**config.mk**
```make
export PLATFORM = sky130hd
export DESIGN_NAME = waypoint_line_interpolator_top_flat
export DESIGN_NICKNAME = d
export VERILOG_FILES = /design/src/rtl/wli_pkg.sv /design/src/rtl/wli_if.sv /design/src/rtl/waypoint_line_interpolator_top.sv /design/src/rtl/wli_divider.sv /design/src/flat_wrapper.sv
export VERILOG_INCLUDE_DIRS = /design/src /design/src/rtl
export SDC_FILE = /design/constraint.sdc
export NUM_CORES = 2
export LEC_CHECK = 0
export BUFFER_PORTS_ARGS = -buffer_cell sky130_fd_sc_hd__buf_2
export CELL_PAD_IN_SITES_DETAIL_PLACEMENT = 2
export CELL_PAD_IN_SITES_GLOBAL_PLACEMENT = 2
export CORE_ASPECT_RATIO = 0.5
export CORE_UTILIZATION = 38
export DETAILED_ROUTE_END_ITERATION = 8
export GPL_TIMING_DRIVEN = 1
export PLACE_DENSITY = 0.8
export SETUP_SLACK_MARGIN = 0.5
export SYNTH_ARGS = -nofsm -noshare
export SYNTH_HDL_FRONTEND = slang
export SYNTH_HIERARCHICAL = 1
export SYNTH_SLANG_ARGS = --single-unit
```
**constraint.sdc**
```tcl
create_clock -name clk -period 15.3 [get_ports clk]
set_input_delay 2.295 -clock clk [delete_from_list [all_inputs] [get_ports clk]]
set_output_delay 2.295 -clock clk [all_outputs]
set_load 0.01 [all_outputs]
```
**src/rtl/waypoint_line_interpolator_top_defines.svh**
```systemverilog
// Assertion macros used by the top-level RTL.
`ifndef WAYPOINT_LINE_INTERPOLATOR_TOP_DEFINES_SVH
`define WAYPOINT_LINE_INTERPOLATOR_TOP_DEFINES_SVH
`define WLI_ASSERT_IMP(label, clk, rst_n, a, c) \
  label: assert property (@(posedge clk) disable iff (!rst_n) (a) |-> (c)) \
    else $error("assertion failed");
`define WLI_ASSERT_NXT(label, clk, rst_n, a, c) \
  label: assert property (@(posedge clk) disable iff (!rst_n) (a) |=> (c)) \
    else $error("assertion failed");
`endif

```
**src/rtl/wli_pkg.sv**
```systemverilog
// ----------------------------------------------------------------------------
// wli_pkg
// Constants shared by the waypoint line interpolator.
// ----------------------------------------------------------------------------
`default_nettype none
package wli_pkg;
  localparam int MAX_STEPS_DEF = 63;
  localparam int COORD_BITS_DEF = 24;
  localparam int STEP_BITS = 24;
  localparam logic [STEP_BITS-1:0] STEP_RESET = 24'd22610;
endpackage
`default_nettype wire

```
**src/rtl/wli_if.sv**
```systemverilog
// ----------------------------------------------------------------------------
// wli_wp_if / wli_pt_if
// Valid/ready channels for waypoint and point words.
// ----------------------------------------------------------------------------
`default_nettype none
interface wli_wp_if #(parameter int CB = 24);
  logic valid;
  logic ready;
  logic signed [CB-1:0] wp_x;
  logic signed [CB-1:0] wp_y;
  logic path_start;
  modport source (output valid, wp_x, wp_y, path_start, input ready);
  modport sink (input valid, wp_x, wp_y, path_start, output ready);
endinterface

interface wli_pt_if #(parameter int CB = 24);
  logic valid;
  logic ready;
  logic signed [CB-1:0] pt_x;
  logic signed [CB-1:0] pt_y;
  logic segment_last;
  logic steps_clamped;
  modport source (output valid, pt_x, pt_y, segment_last, steps_clamped, input ready);
  modport sink (input valid, pt_x, pt_y, segment_last, steps_clamped, output ready);
endinterface
`default_nettype wire

```
**src/rtl/waypoint_line_interpolator_top.sv**
```systemverilog
// ----------------------------------------------------------------------------
// waypoint_line_interpolator_top
// Splits each waypoint segment into evenly spaced points.
// ----------------------------------------------------------------------------
// Channel   Dir  Word
// in_       in   wp_x, wp_y, path_start
// out_      out  pt_x, pt_y, segment_last, steps_clamped
// cfg_      in   step_length write
// A path start word only sets the start point. A segment word forms dx^2+dy^2
// in S_SQX and S_SQY and then searches for n (at most MAX_STEPS) on the one
// shared multiplier. Each of the n+1 points then takes two divider runs, x and
// y (none when n is zero), before S_OUT passes it out.
// Reset is synchronous, active low. A stalled output holds its word while the
// next point is prepared, and the input is ready only when idle with no word out.
`default_nettype none
`include "waypoint_line_interpolator_top_defines.svh"
module waypoint_line_interpolator_top #(
  parameter int MAX_STEPS = wli_pkg::MAX_STEPS_DEF,
  parameter int COORD_BITS = wli_pkg::COORD_BITS_DEF
) (
  input wire logic clk,
  input wire logic rst_n,
  wli_wp_if.sink in_ch,
  wli_pt_if.source out_ch,
  input wire logic cfg_we,
  input wire logic [wli_pkg::STEP_BITS-1:0] cfg_wdata
);
  localparam int SB = wli_pkg::STEP_BITS;
  localparam int NB = $clog2(MAX_STEPS + 1);
  localparam int DB = COORD_BITS + 1;
  localparam int PW = DB + NB + 2;
  localparam int RW = SB + NB;
  localparam int MW = (RW > DB) ? RW : DB;
  localparam int QW = 2 * DB;

  typedef enum logic [2:0] {
    S_IDLE, S_SQX, S_SQY, S_SEARCH, S_DIVX, S_DIVY, S_OUT
  } state_t;
  state_t state_r;
  logic [SB-1:0] step_r;
  logic signed [COORD_BITS-1:0] px_r, py_r, ex_r, ey_r, cx_r, cy_r, ox_r, oy_r;
  logic signed [DB-1:0] dx_r, dy_r;
  logic have_r, clamp_r, last_r, ovalid_r, div_busy_r;
  logic [QW-1:0] sq_r;
  logic [RW-1:0] reach_r;
  logic [NB-1:0] n_r, j_r;
  logic div_start;
  logic div_done;
  logic [PW-1:0] num;
  logic [PW-1:0] quo;
  logic [PW-1:0] prod;
  logic signed [DB-1:0] dsel;
  logic [DB-1:0] dmag;
  logic [MW-1:0] mul_a, mul_b;
  logic [2*MW-1:0] mul_p;
  logic signed [DB:0] sum;

  assign dsel = ((state_r == S_DIVX) || (state_r == S_SQX)) ? dx_r : dy_r;
  assign dmag = dsel[DB-1] ? DB'(-dsel) : DB'(dsel);

  always_comb begin
    case (state_r)
      S_SEARCH: begin
        mul_a = MW'(reach_r);
        mul_b = MW'(reach_r);
      end
      S_DIVX, S_DIVY: begin
        mul_a = MW'(dmag);
        mul_b = MW'(j_r);
      end
      default: begin
        mul_a = MW'(dmag);
        mul_b = MW'(dmag);
      end
    endcase
  end

  assign mul_p = (2*MW)'(mul_a) * (2*MW)'(mul_b);
  assign prod = PW'(mul_p);
  assign num = (prod << 1) + PW'(n_r);
  assign sum = (DB+1)'(dsel[DB-1] ? -$signed({1'b0, quo[DB-1:0]})
                                  : $signed({1'b0, quo[DB-1:0]}))
             + (DB+1)'((state_r == S_DIVX) ? px_r : py_r);

  wli_divider #(.NW(PW), .DW(NB + 1)) u_div (
    .clk(clk), .rst_n(rst_n), .start(div_start), .num(num),
    .den({n_r, 1'b0}), .done(div_done), .quo(quo)
  );

  assign div_start = ((state_r == S_DIVX) || (state_r == S_DIVY)) && !div_busy_r
                     && (n_r != '0);
  assign in_ch.ready = (state_r == S_IDLE) && !ovalid_r;
  assign out_ch.valid = ovalid_r;
  assign out_ch.pt_x = ox_r;
  assign out_ch.pt_y = oy_r;
  assign out_ch.segment_last = last_r;
  assign out_ch.steps_clamped = clamp_r;

  always_ff @(posedge clk) begin
    if (!rst_n) begin
      state_r <= S_IDLE;
      step_r <= wli_pkg::STEP_RESET;
      have_r <= 1'b0;
      ovalid_r <= 1'b0;
      div_busy_r <= 1'b0;
      last_r <= 1'b0;
      clamp_r <= 1'b0;
      n_r <= '0;
      j_r <= '0;
      px_r <= '0;
      py_r <= '0;
    end else begin
      if (cfg_we) step_r <= cfg_wdata;
      if (ovalid_r && out_ch.ready) ovalid_r <= 1'b0;
      case (state_r)
        S_IDLE: begin
          if (in_ch.valid && in_ch.ready) begin
            ex_r <= in_ch.wp_x;
            ey_r <= in_ch.wp_y;
            if (in_ch.path_start || !have_r) begin
              px_r <= in_ch.wp_x;
              py_r <= in_ch.wp_y;
              have_r <= 1'b1;
            end else begin
              dx_r <= DB'(in_ch.wp_x) - DB'(px_r);
              dy_r <= DB'(in_ch.wp_y) - DB'(py_r);
              state_r <= S_SQX;
            end
          end
        end
        S_SQX: begin
          sq_r <= QW'(mul_p);
          state_r <= S_SQY;
        end
        S_SQY: begin
          sq_r <= sq_r + QW'(mul_p);
          j_r <= '0;
          reach_r <= '0;
          state_r <= S_SEARCH;
        end
        S_SEARCH: begin
          if (mul_p >= (2*MW)'(sq_r)) begin
            n_r <= j_r;
            clamp_r <= 1'b0;
            j_r <= '0;
            state_r <= S_DIVX;
          end else if (j_r == NB'(MAX_STEPS)) begin
            n_r <= NB'(MAX_STEPS);
            clamp_r <= 1'b1;
            j_r <= '0;
            state_r <= S_DIVX;
          end else begin
            j_r <= j_r + 1'b1;
            reach_r <= reach_r + RW'(step_r);
          end
        end
        S_DIVX: begin
          if (n_r == '0) begin
            cx_r <= px_r;
            cy_r <= py_r;
            state_r <= S_OUT;
          end else if (div_start) begin
            div_busy_r <= 1'b1;
          end else if (div_done) begin
            div_busy_r <= 1'b0;
            cx_r <= COORD_BITS'(sum);
            state_r <= S_DIVY;
          end
        end
        S_DIVY: begin
          if (div_start) begin
            div_busy_r <= 1'b1;
          end else if (div_done) begin
            div_busy_r <= 1'b0;
            cy_r <= COORD_BITS'(sum);
            state_r <= S_OUT;
          end
        end
        S_OUT: begin
          if (!ovalid_r) begin
            ovalid_r <= 1'b1;
            ox_r <= cx_r;
            oy_r <= cy_r;
            last_r <= (j_r == n_r);
            if (j_r == n_r) begin
              px_r <= ex_r;
              py_r <= ey_r;
              state_r <= S_IDLE;
            end else begin
              j_r <= j_r + 1'b1;
              state_r <= S_DIVX;
            end
          end
        end
        default: state_r <= S_IDLE;
      endcase
    end
  end

  `WLI_ASSERT_IMP(a_no_accept_busy, clk, rst_n, state_r != S_IDLE, !in_ch.ready)
  `WLI_ASSERT_NXT(a_out_hold, clk, rst_n, ovalid_r && !out_ch.ready, ovalid_r)
  `WLI_ASSERT_NXT(a_out_stable, clk, rst_n, ovalid_r && !out_ch.ready, $stable({ox_r, oy_r}))
  `WLI_ASSERT_IMP(a_j_le_n, clk, rst_n, state_r == S_OUT, j_r <= n_r)
endmodule
`default_nettype wire

```
**src/rtl/wli_divider.sv**
```systemverilog
// ----------------------------------------------------------------------------
// wli_divider
// Restoring divider for rounded quotients, one quotient bit per cycle.
// ----------------------------------------------------------------------------
`default_nettype none
module wli_divider #(
  parameter int NW = 32,
  parameter int DW = 8
) (
  input  wire logic          clk,
  input  wire logic          rst_n,
  input  wire logic          start,
  input  wire logic [NW-1:0] num,
  input  wire logic [DW-1:0] den,
  output logic               done,
  output logic [NW-1:0]      quo
);
  localparam int CW = $clog2(NW + 1);
  logic [NW-1:0] q_r;
  logic [NW-1:0] n_r;
  logic [DW-1:0] rem_r;
  logic [DW-1:0] d_r;
  logic [CW-1:0] cnt_r;
  logic busy_r;
  logic done_r;
  logic [DW:0] trial;

  assign trial = {rem_r, n_r[NW-1]};
  assign quo = q_r;
  assign done = done_r;

  always_ff @(posedge clk) begin
    if (!rst_n) begin
      busy_r <= 1'b0;
      done_r <= 1'b0;
    end else begin
      done_r <= 1'b0;
      if (start) begin
        busy_r <= 1'b1;
        n_r <= num;
        d_r <= den;
        rem_r <= '0;
        q_r <= '0;
        cnt_r <= CW'(NW);
      end else if (busy_r) begin
        n_r <= n_r << 1;
        if (trial >= {1'b0, d_r}) begin
          rem_r <= DW'(trial - {1'b0, d_r});
          q_r <= {q_r[NW-2:0], 1'b1};
        end else begin
          rem_r <= trial[DW-1:0];
          q_r <= {q_r[NW-2:0], 1'b0};
        end
        cnt_r <= cnt_r - 1'b1;
        if (cnt_r == CW'(1)) begin
          busy_r <= 1'b0;
          done_r <= 1'b1;
        end
      end
    end
  end
endmodule
`default_nettype wire
```
**src/flat_wrapper.sv**
```systemverilog
// flat-port wrapper written by rule: the top's interface ports become plain ports
module waypoint_line_interpolator_top_flat 
#(
  parameter int MAX_STEPS = wli_pkg::MAX_STEPS_DEF,
  parameter int COORD_BITS = wli_pkg::COORD_BITS_DEF
)
  (clk, rst_n, cfg_we, cfg_wdata, in_ch_valid, in_ch_wp_x, in_ch_wp_y, in_ch_path_start, in_ch_ready, out_ch_valid, out_ch_pt_x, out_ch_pt_y, out_ch_segment_last, out_ch_steps_clamped, out_ch_ready);
  wli_wp_if in_ch_i ();
  wli_pt_if out_ch_i ();
  input wire logic clk;
  input wire logic rst_n;
  input wire logic cfg_we;
  input wire logic [wli_pkg::STEP_BITS-1:0] cfg_wdata;
  input wire logic [$bits(in_ch_i.valid)-1:0] in_ch_valid;
  input wire logic [$bits(in_ch_i.wp_x)-1:0] in_ch_wp_x;
  input wire logic [$bits(in_ch_i.wp_y)-1:0] in_ch_wp_y;
  input wire logic [$bits(in_ch_i.path_start)-1:0] in_ch_path_start;
  output wire logic [$bits(in_ch_i.ready)-1:0] in_ch_ready;
  output wire logic [$bits(out_ch_i.valid)-1:0] out_ch_valid;
  output wire logic [$bits(out_ch_i.pt_x)-1:0] out_ch_pt_x;
  output wire logic [$bits(out_ch_i.pt_y)-1:0] out_ch_pt_y;
  output wire logic [$bits(out_ch_i.segment_last)-1:0] out_ch_segment_last;
  output wire logic [$bits(out_ch_i.steps_clamped)-1:0] out_ch_steps_clamped;
  input wire logic [$bits(out_ch_i.ready)-1:0] out_ch_ready;
  assign in_ch_i.valid = in_ch_valid;
  assign in_ch_i.wp_x = in_ch_wp_x;
  assign in_ch_i.wp_y = in_ch_wp_y;
  assign in_ch_i.path_start = in_ch_path_start;
  assign in_ch_ready = in_ch_i.ready;
  assign out_ch_valid = out_ch_i.valid;
  assign out_ch_pt_x = out_ch_i.pt_x;
  assign out_ch_pt_y = out_ch_i.pt_y;
  assign out_ch_segment_last = out_ch_i.segment_last;
  assign out_ch_steps_clamped = out_ch_i.steps_clamped;
  assign out_ch_i.ready = out_ch_ready;
  waypoint_line_interpolator_top #(.MAX_STEPS(MAX_STEPS), .COORD_BITS(COORD_BITS)) u_core (.clk(clk), .rst_n(rst_n), .in_ch(in_ch_i), .out_ch(out_ch_i), .cfg_we(cfg_we), .cfg_wdata(cfg_wdata));
endmodule
```
==> results.py <==
metrics = {
    "status": {
        "status": "finished, final reports clean",
    },
    "floorplan": {
        "io_pins": 130,
        "die_y_um": 274,
        "rows": 99,
        "core_area_um2": 146000,
        "initial_core_util_pct": 38.4,
        "die_area_um2": 150000,
        "fp.dieW_um": 546,
    },
    "placed_design": {
        "place_area_um2": 59700,
        "gp_congestion": 0.935,
        "dp_hpwl_um": 187000,
        "port_buffers": 129,
    },
    "timing": {
        "relSlewSlack_pct": 2.87,
        "whs_ps": 417,
        "setup_viol": 0,
        "grt_setup_unrepaired": "no",
        "finalMaxSlewViolations": 0,
        "hold_violations": 0,
        "tightest_slew_ps": 1450,
        "min_period_ps": 14540,
        "post-route-period-util_pct": 95.0,
        "max_freq_ghz": 0.0688,
        "finalSetupTns_ps": 0,
        "fin_skew_ps": 37.8,
    },
    "routing": {
        "via_per_inst": 5.59,
        "dr.pass1.iters": 5,
        "drc": 0,
        "route.met2.wl_um": 112000,
        "wl_met1_um": 99200,
        "met3_length_um": 14300,
        "wl_per_cell_um": 28.3,
        "top_layer": "met5",
        "dr_total_vias": 46600,
        "drtIter0Drc": 3125,
        "routed_wl_um": 235000,
        "antenna_left": 0,
    },
    "grt": {
        "grt_pass1_vias": 53400,
        "grt_max_degree": 76,
        "track_usage_pct": 30.8,
        "grt_pass1_wl_um": 344000,
        "antenna_found_initial": 9,
        "overflow": 0,
    },
    "cts": {
        "clock_path_buffers": 3,
        "cts_tree": "yes",
        "cts_hold_buf": 0,
        "clk_latency_ps": 650,
        "numCtsBuffers": 51,
        "path_clk_slew_ps": 70,
        "clock_sinks": 445,
        "htreeDepth": 2,
        "clock-root-buffer": "clkbuf_16",
    },
    "layout": {
        "fin_util_pct": 42.5,
        "drive_gt1_share_pct": 9.07,
        "area_growth_syn_to_layout_pct": 10.6,
        "nFillCells": 15900,
        "nets": 7633,
        "final_cell_area_um2": 62200,
    },
    "worst_setup_path": {
        "critPathCaptureType": "register",
        "crit_path_max_fanout": 15,
        "critPathKind": "reg -> reg",
        "worstPathArrival_ps": 14870,
        "cp_slowest_cell": "fa_1",
        "cp-start-kind": "register",
        "cpPeakStageDelay_ps": 610,
        "path_common_cell": "fa_1",
        "crit_required_ps": 15630,
    },
    "logic_synthesis": {
        "syn_nets": 7501,
        "synthCells": 6177,
        "avgSynthCellArea_um2": 9.11,
        "synthesis.area_um2": 56300,
        "ys_warn_count": 6,
    },
    "worst_hold_path": {
        "hold_class": "reg -> reg",
    },
    "job": {
        "cap_violations": 0,
    },
}
timing repair:
action	in CTS	in global routing
cloned	0	3
gates resized for setup	21	77
buffers inserted	7	25
endpoints found under the setup margin	45	46
pin swaps	2	12
metrics by stage:
| step | setup WS, ps | instances |
|---|---|---|
| floorplan | 1250 | 6177 |
| global placement | 133 | 8190 |
| detailed placement | -267 | 8190 |
| CTS | 507 | 8293 |
| global route | 302 | 8321 |
| finish | 759 | 8326 |
per-layer routing:
metal | GRT usage (%) | up-vias
met5 | 0 | -
met4 | 11.2 | 6
met3 | 4.98 | 412
met2 | 52.4 | 1367
met1 | 39.7 | 24700
li1 | - | 20100
worst max-delay path: cells and delay by family (launching register included):
family	cells	cell delay [ps]
AOI/OAI and AO/OA	12	2770
adders and majority gates	10	4850
and+or+nand+nor	19	4220
muxes	1	330
buffers and inverters	6	950
DFF	1	430
xor gates and xnor gates	3	660
cell usage in the layout (no fill, tap or decap), types with 23 or more instances in the layout:
cell type	count
inv_1	1072
nand2_1	800
fa_1	786
nor2_1	635
ha_1	454
edfxtp_1	351
a21oi_1	240
o21ai_0	225
buf_4	180
xnor2_1	174
buf_2	129
dfxtp_1	94
xor2_1	79
a21o_1	73
nor3_1	71
nor2b_1	63
and2_1	61
mux2i_1	58
clkbuf_16	57
nand3_1	56
a311oi_1	46
o21bai_1	39
nand2b_1	37
and3_1	36
mux2_2	35
nand4_1	28
a211oi_1	26
o21ai_1	25
o21a_1	25
a31oi_1	23
sequential cells by signal (all words and copies together) (netlist names), 24 cells and up:
name / flops
u_core/cx_r: 24
u_core/px_r: 24
u_core/u_div/n_r: 33
u_core/out_ch.pt_x: 24
u_core/sq_r: 50
u_core/dx_r: 25
u_core/cy_r: 24
u_core/py_r: 24
u_core/dy_r: 25
u_core/u_div/quo: 24
u_core/step_r: 24
u_core/ex_r: 24
u_core/out_ch.pt_y: 24
u_core/reach_r: 30
u_core/ey_r: 24
layout make-up:
class                   instances  area (um^2)  area share, %
multi-input cells            4402        39200           63.0
flip-flops and latches        445        12400           20.0
inverters                    1087         4120           6.63
well taps                    1969         2460           3.96
repair buffers                322         2220           3.57
clock buffers                  66         1440           2.31
clock inverters                30          357          0.573
diodes                          5         12.5         0.0201
worst paths after layout:
kind                           from                      to  slack [ps]  cells past startpoint
hold / removal      u_core/cx_r[16]  u_core/out_ch.pt_x[16]         420                      0
setup / recovery  u_core/state_r[0]      u_core/reach_r[13]         760                     51
hold reg to reg     u_core/cx_r[16]  u_core/out_ch.pt_x[16]         420                      0
setup reg to reg  u_core/state_r[0]      u_core/reach_r[13]         760                     51
Power is not shown: default switching activity piles up to over one toggle a cycle in this logic, so the estimate is an artifact.
